$ cat src/rtl/assert_macros.svh
// Shared assertion macros for the period meter RTL.
`ifndef ASSERT_MACROS_SVH
`define ASSERT_MACROS_SVH

// Checks that a condition holds at every clock edge outside reset.
`define ECPM_ASSERT_ALWAYS(label, clk, rst_n, cond, msg) \
    label: assert property (@(posedge clk) disable iff (!rst_n) (cond)) \
        else $error(msg);

// Checks that a consequent follows an antecedent in the cycle after it.
`define ECPM_ASSERT_NEXT(label, clk, rst_n, ante, cons, msg) \
    label: assert property (@(posedge clk) disable iff (!rst_n) (ante) |=> (cons)) \
        else $error(msg);

`endif

$ cat src/rtl/ecpm_pkg.sv
package ecpm_pkg;

    // Opcodes carried on the input tuser.
    localparam logic OP_EVENT = 1'b0;
    localparam logic OP_READ  = 1'b1;

    // Level codes stored with each measurement.
    localparam logic [1:0] LVL_MARK_SPACE = 2'd0;
    localparam logic [1:0] LVL_SPACE_MARK = 2'd1;
    localparam logic [1:0] LVL_MARK       = 2'd2;
    localparam logic [1:0] LVL_SPACE      = 2'd3;

    // Register indexes on the configuration port (byte address / 4).
    localparam logic [1:0] REG_ACT_ON_RISING   = 2'd0;
    localparam logic [1:0] REG_ACT_ON_FALLING  = 2'd1;
    localparam logic [1:0] REG_DIFFERENCE_MODE = 2'd2;

    // A capture taken above this value in an overflow event predates the wrap.
    localparam logic [15:0] LATE_CAPTURE_LIMIT = 16'hE000;
    localparam logic [31:0] EMPTY_VALUE        = 32'hFFFF_FFFF;

    // One ring entry holds a level code above a 32-bit measurement.
    localparam int ENTRY_W = 34;

    typedef struct packed {
        logic act_on_rising;
        logic act_on_falling;
        logic difference_mode;
    } cfg_t;

    typedef struct packed {
        logic        push;
        logic [1:0]  level;
        logic [31:0] value;
    } meas_t;

endpackage

$ cat src/rtl/edge_capture_period_meter_unit.sv
// Input-capture period meter.
// The input stream carries one beat per timer event or read request:
// s_tuser is the opcode (0 event, 1 read); s_tdata holds overflowed,
// captured and the 16-bit capture value. Event beats extend the capture
// to a 32-bit timestamp and push nonzero periods, with a level code,
// into a ring of RING_DEPTH slots (one slot always kept free).
// Read beats pop the oldest entry, or return all ones when the ring is empty.
// Every beat gives exactly one output beat with value, level and fill count.
// Each beat passes through the input register and then the output register:
// the accepting edge loads the input register, and the timestamp subtract and
// ring update go into the output register when the beat advances. It takes
// one beat per cycle while the output is not stalled, a rate set by the
// single ring write port and the registered ring read issued at acceptance.
// When m_tready is low the output beat holds, one more beat waits in the
// input register, and s_tready drops only when both are full.
// Reset empties the ring, clears the timestamp state and loads the
// registers to act_on_rising = 1, the others 0. No clearing pass is needed.
// Registers are written over APB at byte addresses 0, 4 and 8.
`include "assert_macros.svh"

module edge_capture_period_meter_unit #(
    parameter int RING_DEPTH = 16
) (
    input  logic        aclk,
    input  logic        aresetn,

    input  logic        psel,
    input  logic        penable,
    input  logic        pwrite,
    input  logic [3:0]  paddr,
    input  logic [31:0] pwdata,
    output logic [31:0] prdata,
    output logic        pready,

    input  logic        s_tvalid,
    output logic        s_tready,
    input  logic [23:0] s_tdata,  // [0] overflowed, [1] captured, [17:2] capture_value
    input  logic        s_tuser,  // [0] opcode

    output logic        m_tvalid,
    input  logic        m_tready,
    output logic [39:0] m_tdata   // [31:0] read_value, [33:32] read_level, [37:34] fill_count
);

    import ecpm_pkg::*;

    localparam int IW = $clog2(RING_DEPTH);
    localparam logic [IW-1:0] LAST_IDX = IW'(RING_DEPTH - 1);
    localparam logic [IW:0]   DEPTH_W  = (IW + 1)'(RING_DEPTH);

    function automatic logic [IW-1:0] next_slot(input logic [IW-1:0] idx);
        logic [IW-1:0] n;
        n = (idx == LAST_IDX) ? '0 : idx + IW'(1);
        return n;
    endfunction

    // Configuration registers.
    cfg_t cfg_reg;
    logic cfg_wr;

    assign pready = 1'b1;
    assign cfg_wr = psel && penable && pwrite;

    always_ff @(posedge aclk) begin
        if (!aresetn) begin
            cfg_reg.act_on_rising   <= 1'b1;
            cfg_reg.act_on_falling  <= 1'b0;
            cfg_reg.difference_mode <= 1'b0;
        end else if (cfg_wr) begin
            case (paddr[3:2])
                REG_ACT_ON_RISING:   cfg_reg.act_on_rising   <= pwdata[0];
                REG_ACT_ON_FALLING:  cfg_reg.act_on_falling  <= pwdata[0];
                REG_DIFFERENCE_MODE: cfg_reg.difference_mode <= pwdata[0];
                default: ;
            endcase
        end
    end

    always_comb begin
        case (paddr[3:2])
            REG_ACT_ON_RISING:   prdata = {31'd0, cfg_reg.act_on_rising};
            REG_ACT_ON_FALLING:  prdata = {31'd0, cfg_reg.act_on_falling};
            REG_DIFFERENCE_MODE: prdata = {31'd0, cfg_reg.difference_mode};
            default:             prdata = 32'd0;
        endcase
    end

    // Input register stage.
    logic        in_valid_reg;
    logic        in_op_reg;
    logic        in_ovf_reg;
    logic        in_cap_reg;
    logic [15:0] in_value_reg;
    logic        out_valid_reg;

    logic adv, s_acc, proc, is_read, ring_empty, pop, ev_en;

    assign adv      = !out_valid_reg || m_tready;
    assign s_tready = !in_valid_reg || adv;
    assign s_acc    = s_tvalid && s_tready;
    assign proc     = in_valid_reg && adv;

    always_ff @(posedge aclk) begin
        if (!aresetn) begin
            in_valid_reg <= 1'b0;
        end else if (s_tready) begin
            in_valid_reg <= s_tvalid;
        end
    end

    always_ff @(posedge aclk) begin
        if (s_acc) begin
            in_op_reg    <= s_tuser;
            in_ovf_reg   <= s_tdata[0];
            in_cap_reg   <= s_tdata[1];
            in_value_reg <= s_tdata[17:2];
        end
    end

    // Timestamp extension and measurement.
    meas_t meas;

    assign is_read = (in_op_reg == OP_READ);
    assign ev_en   = proc && !is_read;

    ecpm_capture u_capture (
        .aclk          (aclk),
        .aresetn       (aresetn),
        .cfg           (cfg_reg),
        .step_en       (ev_en),
        .overflowed    (in_ovf_reg),
        .captured      (in_cap_reg),
        .capture_value (in_value_reg),
        .meas          (meas)
    );

    // Ring indexes; a push that finds the ring full is dropped.
    logic [IW-1:0] wr_idx_reg, wr_idx_next;
    logic [IW-1:0] rd_idx_reg, rd_idx_next;
    logic [IW-1:0] ring_waddr, ring_raddr;
    logic          ring_we;
    logic [ENTRY_W-1:0] ring_wdata, ring_rdata, entry;

    assign ring_empty  = (wr_idx_reg == rd_idx_reg);
    assign pop         = proc && is_read && !ring_empty;
    assign ring_waddr  = next_slot(wr_idx_reg);
    assign ring_we     = ev_en && meas.push && (ring_waddr != rd_idx_reg);
    assign ring_wdata  = {meas.level, meas.value};
    assign wr_idx_next = ring_we ? ring_waddr : wr_idx_reg;
    assign rd_idx_next = pop ? next_slot(rd_idx_reg) : rd_idx_reg;
    // The accepted beat reads the slot it would pop, given the beat ahead of it.
    assign ring_raddr  = next_slot(rd_idx_next);

    always_ff @(posedge aclk) begin
        if (!aresetn) begin
            wr_idx_reg <= '0;
            rd_idx_reg <= '0;
        end else begin
            wr_idx_reg <= wr_idx_next;
            rd_idx_reg <= rd_idx_next;
        end
    end

    ecpm_ram #(
        .WIDTH (ENTRY_W),
        .DEPTH (RING_DEPTH)
    ) u_ring (
        .clk   (aclk),
        .we    (ring_we),
        .waddr (ring_waddr),
        .wdata (ring_wdata),
        .re    (s_acc),
        .raddr (ring_raddr),
        .rdata (ring_rdata)
    );

    // Forward an entry written in the same cycle as the read was issued.
    logic               byp_hit_reg;
    logic [ENTRY_W-1:0] byp_data_reg;

    always_ff @(posedge aclk) begin
        if (!aresetn) begin
            byp_hit_reg <= 1'b0;
        end else if (s_acc) begin
            byp_hit_reg <= ring_we && (ring_waddr == ring_raddr);
        end
    end

    always_ff @(posedge aclk) begin
        if (s_acc) begin
            byp_data_reg <= ring_wdata;
        end
    end

    assign entry = byp_hit_reg ? byp_data_reg : ring_rdata;

    // Result fields.
    logic [1:0]    held_level_reg, held_level_next;
    logic [31:0]   value_next;
    logic [IW:0]   fill_next;
    logic [IW+4:0] fill_wide;

    always_comb begin
        held_level_next = pop ? entry[ENTRY_W-1:32] : held_level_reg;
        if (!is_read) begin
            value_next = 32'd0;
        end else if (ring_empty) begin
            value_next = EMPTY_VALUE;
        end else begin
            value_next = entry[31:0];
        end
        if (wr_idx_next >= rd_idx_next) begin
            fill_next = {1'b0, wr_idx_next} - {1'b0, rd_idx_next};
        end else begin
            fill_next = DEPTH_W + {1'b0, wr_idx_next} - {1'b0, rd_idx_next};
        end
        fill_wide = {4'd0, fill_next};
    end

    always_ff @(posedge aclk) begin
        if (!aresetn) begin
            held_level_reg <= LVL_MARK_SPACE;
        end else if (proc) begin
            held_level_reg <= held_level_next;
        end
    end

    // Output register.
    logic [31:0] out_value_reg;
    logic [1:0]  out_level_reg;
    logic [3:0]  out_fill_reg;

    always_ff @(posedge aclk) begin
        if (!aresetn) begin
            out_valid_reg <= 1'b0;
        end else if (adv) begin
            out_valid_reg <= in_valid_reg;
        end
    end

    always_ff @(posedge aclk) begin
        if (proc) begin
            out_value_reg <= value_next;
            out_level_reg <= held_level_next;
            out_fill_reg  <= fill_wide[3:0];
        end
    end

    assign m_tvalid = out_valid_reg;
    assign m_tdata  = {2'd0, out_fill_reg, out_level_reg, out_value_reg};

    // Checks on the ring and the stage control.
    logic [IW:0] fill_now;
    assign fill_now = (wr_idx_reg >= rd_idx_reg)
                    ? {1'b0, wr_idx_reg} - {1'b0, rd_idx_reg}
                    : DEPTH_W + {1'b0, wr_idx_reg} - {1'b0, rd_idx_reg};

    `ECPM_ASSERT_ALWAYS(a_fill_bound, aclk, aresetn, fill_now < DEPTH_W,
        "ring holds too many entries")
    `ECPM_ASSERT_ALWAYS(a_no_overwrite, aclk, aresetn, !ring_we || (ring_waddr != rd_idx_reg),
        "push overwrote the read slot")
    `ECPM_ASSERT_NEXT(a_pop_moves, aclk, aresetn, pop, rd_idx_reg != $past(rd_idx_reg),
        "pop did not advance the read index")
    `ECPM_ASSERT_ALWAYS(a_ready_when_drained, aclk, aresetn, out_valid_reg || s_tready,
        "input stalled with an empty output register")

endmodule

$ cat src/rtl/ecpm_ram.sv
module ecpm_ram #(
    parameter int WIDTH = 34,
    parameter int DEPTH = 16
) (
    input  logic                     clk,
    input  logic                     we,
    input  logic [$clog2(DEPTH)-1:0] waddr,
    input  logic [WIDTH-1:0]         wdata,
    input  logic                     re,
    input  logic [$clog2(DEPTH)-1:0] raddr,
    output logic [WIDTH-1:0]         rdata
);

    logic [WIDTH-1:0] mem_reg [DEPTH];
    logic [WIDTH-1:0] rdata_reg;

    // Single write port.
    always_ff @(posedge clk) begin
        if (we) begin
            mem_reg[waddr] <= wdata;
        end
    end

    // Registered read; the data holds while re is low.
    always_ff @(posedge clk) begin
        if (re) begin
            rdata_reg <= mem_reg[raddr];
        end
    end

    assign rdata = rdata_reg;

endmodule

$ cat src/rtl/ecpm_capture.sv
module ecpm_capture (
    input  logic                aclk,
    input  logic                aresetn,
    input  ecpm_pkg::cfg_t      cfg,
    input  logic                step_en,
    input  logic                overflowed,
    input  logic                captured,
    input  logic [15:0]         capture_value,
    output ecpm_pkg::meas_t     meas
);

    import ecpm_pkg::*;

    logic [15:0] upper_count_reg, upper_count_next;
    logic [31:0] last_rise_time_reg, last_rise_time_next;
    logic [31:0] last_fall_time_reg, last_fall_time_next;
    logic        expect_falling_reg, expect_falling_next;

    logic [15:0] stamp_upper;
    logic [31:0] stamp;
    logic [31:0] ref_time;
    logic        is_rising;
    logic        act;

    // Overflow count, and the upper half that belongs to this capture.
    always_comb begin
        upper_count_next = overflowed ? upper_count_reg + 16'd1 : upper_count_reg;
        if (overflowed && (capture_value > LATE_CAPTURE_LIMIT)) begin
            stamp_upper = upper_count_reg;
        end else begin
            stamp_upper = upper_count_next;
        end
        stamp = {stamp_upper, capture_value};
    end

    // Edge kind alternates; the first capture after reset is rising.
    assign is_rising = !expect_falling_reg;

    // Pick the reference edge and the level code, then one subtract.
    always_comb begin
        last_rise_time_next = last_rise_time_reg;
        last_fall_time_next = last_fall_time_reg;
        expect_falling_next = expect_falling_reg;
        if (is_rising) begin
            act        = cfg.act_on_rising;
            ref_time   = cfg.difference_mode ? last_fall_time_reg : last_rise_time_reg;
            meas.level = cfg.difference_mode ? LVL_SPACE : LVL_MARK_SPACE;
        end else begin
            act        = cfg.act_on_falling;
            ref_time   = cfg.difference_mode ? last_rise_time_reg : last_fall_time_reg;
            meas.level = cfg.difference_mode ? LVL_MARK : LVL_SPACE_MARK;
        end
        meas.value = stamp - ref_time;
        meas.push  = captured && act && (meas.value != 32'd0);
        if (captured) begin
            expect_falling_next = !expect_falling_reg;
            if (is_rising) begin
                last_rise_time_next = stamp;
            end else begin
                last_fall_time_next = stamp;
            end
        end
    end

    // Timestamp state advances once per processed event beat.
    always_ff @(posedge aclk) begin
        if (!aresetn) begin
            upper_count_reg    <= '0;
            last_rise_time_reg <= '0;
            last_fall_time_reg <= '0;
            expect_falling_reg <= 1'b0;
        end else if (step_en) begin
            upper_count_reg    <= upper_count_next;
            last_rise_time_reg <= last_rise_time_next;
            last_fall_time_reg <= last_fall_time_next;
            expect_falling_reg <= expect_falling_next;
        end
    end

endmodule

$ cat config.mk
export PLATFORM = sky130hd
export DESIGN_NAME = edge_capture_period_meter_unit
export DESIGN_NICKNAME = d
export VERILOG_FILES = /design/src/rtl/ecpm_pkg.sv /design/src/rtl/edge_capture_period_meter_unit.sv /design/src/rtl/ecpm_ram.sv /design/src/rtl/ecpm_capture.sv
export VERILOG_INCLUDE_DIRS = /design/src /design/src/rtl
export SDC_FILE = /design/constraint.sdc
export NUM_CORES = 1
export LEC_CHECK = 0
export ABC_CLOCK_PERIOD_IN_PS = 11350
export BUFFER_PORTS_ARGS = -buffer_cell sky130_fd_sc_hd__buf_2
export CAP_MARGIN = 20
export CORE_AREA = 2 2 192 382
export CTS_BUF_LIST = sky130_fd_sc_hd__clkbuf_8
export DETAILED_ROUTE_END_ITERATION = 8
export DIE_AREA = 0 0 194 384
export GPL_TIMING_DRIVEN = 1
export PLACE_DENSITY_LB_ADDON = 0.1
export SLEW_MARGIN = 0
export SYNTH_ARGS = -nofsm -noshare
export SYNTH_HDL_FRONTEND = slang
export SYNTH_HIERARCHICAL = 1
export SYNTH_SLANG_ARGS = --single-unit
$ cat constraint.sdc
create_clock -name aclk -period 11.35 [get_ports aclk]
set_input_delay 3.405 -clock aclk [delete_from_list [all_inputs] [get_ports aclk]]
set_output_delay 3.405 -clock aclk [all_outputs]
set_load 0.05 [all_outputs]
==> results <==
- In this run the clock root is driven by a sky130_fd_sc_hd__clkbuf_8.
- The critical path crosses 25 cells after its start point.
- The worst voltage drop across the vdd grid is 94.6 uV.
- The distinct cell type count of the synthesized netlist is 90.
- Buffers inserted to repair hold after CTS numbered 0.
- The share of cells above drive strength 1 is 21.4%.
- The number of antenna violations at the first check in global routing is 2.
- Dividing the detail-routed via count by the number of cells gives 5.67.
- CTS saw 766 sinks.
- The worst path needs 8.25 ns of the cycle, external delays included.
- For this block, the routed nets add up to 77700 um of wire.
- The height of the die is 384 um.
- The count of nets left with antenna violations after detail routing is 0.
- The HPWL after detailed placement is 44400 um.
- TritonCTS created 109 clock buffers.
- Synthesis inferred 766 register bits.
- The via count of the first global-routing pass is 18650.
- 143 I/O pins were placed.
- Excluding fillers, the count of instances in the completed layout stands at 3092.
- Along the worst path, the maximum fanout reaches 18.
- In the post-synthesis netlist, the biggest area contributors are sky130_fd_sc_hd__edfxtp_1 63%, sky130_fd_sc_hd__mux4_2 9.6%, sky130_fd_sc_hd__dfxtp_1 6.1%.
- The congestion estimate from routability-driven global placement came to 0.941.
- The number of gates resized after CTS was 0.
- The final count of hold timing violations came to 0.
- The via count of the routed design is 17534.
- The run finished with clean final reports.
- For the worst setup path, the data required time is 11.82 ns.
- The number of buffers added for setup after CTS is 0.
- The share of the synthesized area in the top cell type is 62.9%.
- In this run, synthesis inferred 669 flip-flops with an integrated enable.
- The signed area change from the synthesized netlist to the final layout is 11.9%.
- The worst path uses 72.7% of the clock period.
- The multiplexer share of the synthesized area is 12.1%.
- After detailed routing, the average wire length per cell comes to 25.1 um.
- The total negative setup slack is 0 ns.
- The switching fraction of total power is 24.0%.
- The cell depth of the worst flop-to-flop path is 25.
- The portion of the post-synthesis area used by sequential elements is 69.0%.
- Measured against its own limit, the worst slew margin works out to 29.0%.
- The initial utilization of the core area, before any placement, comes to 44.6%.
- Synthesis produced 1944 cells.
- The count of buffers added on input and output ports is 69.
- Data on the critical path arrives at its endpoint at 8.72 ns.
- The worst register-to-register path has a setup slack of 3.10 ns.
- The total global-route track usage is 21.2%.
- After synthesis, the share of flip-flops with an asynchronous set or reset is 0%.
- The max-slew violation total from the final report is 0.
- The register share of total power is 55.1%.
- In this run the power density over the cells is 163 mW/mm2.
- The number of placed cells counting well taps is 2881.
- By count the netlist is led by 669 x sky130_fd_sc_hd__edfxtp_1, 142 x sky130_fd_sc_hd__nand2_1, 136 x sky130_fd_sc_hd__mux4_2, 97 x sky130_fd_sc_hd__dfxtp_1, 86 x sky130_fd_sc_hd__nor2_1.
- The library cell with the largest summed area after synthesis is sky130_fd_sc_hd__edfxtp_1.
- In this run the core area contains 139 standard-cell rows.
- Setup repair after global routing left no endpoint under its margin.
- The final layout net count is 2188.
- The post-synthesis share of cell area spent on and, or, nand and nor gates is 5.45%.
- The maximum level of the CTS H-tree is 3.
- The kind of cell with the highest combined delay on the critical path is simple AND/OR/NAND/NOR gates.
- The endpoint kind of the worst setup timing path is a flip-flop.
- The hold path depth is 2.
- Between clock sinks in the finished design, the worst skew comes to 0.0303 ns.
- The longest individual stage delay on the worst path is 0.68 ns.
- The area used by sequential logic in the layout is 0.0220 mm2.
- Entering global routing, the biggest net connects 103 pins.
- The total congestion overflow is 0.
- The worst min-delay path category is flip-flop to flip-flop.
- The first-pass detailed-route iteration total is 7.
- The final setup violation count is 0.
- The adder-cell share of the synthesized area is 1.61%.
- Summing every instance area after synthesis gives 0.0319 mm2.
- In the routed design, unresolved DRC markers number 0.
- The share of power burned in combinational logic is 7.7%.
- The clock tree from TritonCTS is yes.
- STA classifies the critical path startpoint as a flip-flop.
- The tool flagged a number of max-cap violations equal to 0.
- Clock-pin slew was measured on the worst setup and hold paths at 0.06 ns.
- After Yosys synthesis, XOR and XNOR cells account for 1.99% of the synthesized area.
- The area of the die is 0.0745 mm2.
- Averaged over all synthesized cells, the footprint is 16.4 um2.
- The detailed router finished its first iteration with 1022 violations.
- The clock network power share is 37.2%.
- The internal portion of the total power is 4440 uW.
- sky130_fd_sc_hd__edfxtp_1 is the most common cell in the netlist.
- The number of warning messages in the yosys log is 6.
- In this run the deepest clock path goes through 3 buffers.
- The number of fill cells in the layout is 6091.
- The multi-input combinational cells in the finished layout cover a total of 0.00939 mm2.
- The dominant combinational cell family by area after synthesis is multiplexers.
- In this run the power spent charging and discharging nets is 1400 uW.
- The clock latency at the later pin of the worst-skew pair is 0.76 ns.
- The actual slew at the worst max-slew pin is 1.07 ns.
- The floorplan die width is 194 um.
- Together, buffers and inverters on the worst path number 2.
- The first-pass GRT wire length is 116000 um.
- For this run, the top clock speed supported by timing is 0.121 GHz.
- The critical path's slowest cell is sky130_fd_sc_hd__nor4_1.
- Summing the areas of all compound-gate instances in the mapped netlist gives 7.10% of the synthesized area.
- The setup path with the least slack is of type flip-flop to flip-flop.
- The register with the most flip-flops in the layout has 544 of them.
- The core area is 0.0717 mm2.
- The dominant register cell in the synthesized netlist is sky130_fd_sc_hd__edfxtp_1.
- The leakage dissipation is 0.0123 uW.
-- kinds of logic after synthesis --
| logic type | count (synthesis) |
|---|---|
| AO/OA/AOI/OAI | 318 |
| XOR/XNOR | 71 |
| adder cells (fa/ha/maj) | 40 |
| buffers and inverters | 176 |
| flip-flops | 766 |
| multiplexers | 215 |
| other | 2 |
| AND/OR/NAND/NOR | 356 |
-- layer usage --
| metal | wire length [um] | GRT usage [%] |
|---|---|---|
| met5 | 0 | 0 |
| met4 | 2190 | 7.44 |
| met3 | 3220 | 3.24 |
| met2 | 42700 | 40.0 |
| met1 | 29500 | 24.1 |
-- final timing paths --
path                                                       start                               end
worst min register to register  u_capture/last_fall_time_reg[30]  u_capture/last_fall_time_reg[30]
worst min-delay path            u_capture/last_fall_time_reg[30]  u_capture/last_fall_time_reg[30]
worst max-delay path                             in_value_reg[9]                   out_fill_reg[3]
worst max register to register                   in_value_reg[9]                   out_fill_reg[3]
-- layout make-up --
type	instances	area share [%]
Inverter	42	0.441
Timing Repair Buffer	127	2.34
Clock buffer	113	4.35
Clock inverter	93	1.73
Multi-Input combinational cell	1034	26.3
Sequential cell	766	61.6
Antenna cell	1	0.00700
Tap cell	916	3.21
-- placed cells by master, fill, tap and decap left out, drive strengths merged, types with 15 or more instances in the layout --
cell and n:
edfxtp 669, nand2 142, mux4 136, buf 126, clkbuf 114, dfxtp 97, nor2 86, inv 84
mux2i 77, a22oi 69, a21oi 57, xnor2 44, o21ai 42, clkinv 42, ha 38, a21boi 34
conb 34, xor2 26, nand3 23, a211oi 23, a22o 15
-- through the flow --
stage               hold WS [ns]  utilization (%)  power [uW]  worst slack (ns)  instance area, um2
global placement           0.432             46.7        3710              2.57               33500
CTS                        0.457             49.8        5910              2.77               35700
floorplan                  0.421                -        3570              2.01               32100
finish                     0.451             49.9        5840              3.10               35700
global route               0.476             49.9        6060              2.67               35700
detailed placement         0.441             46.7        3730              2.72               33500
-- tightest hold or removal path, delay by kind of cell, from the launching register on --
| family | cells | cell delay (ns) |
|---|---|---|
| compound gates | 1 | 0.05 |
| simple gates | 1 | 0.04 |
| flops | 1 | 0.32 |
-- power groups by stage --
stage	logic, uW	clock network, uW	registers, uW
finish	449	2170	3220
global route	487	2350	3220
CTS	449	2240	3220
detailed placement	448	0	3280
global placement	428	0	3280
floorplan	264	0	3300
Note: power is estimated with default switching activity, not from simulation.
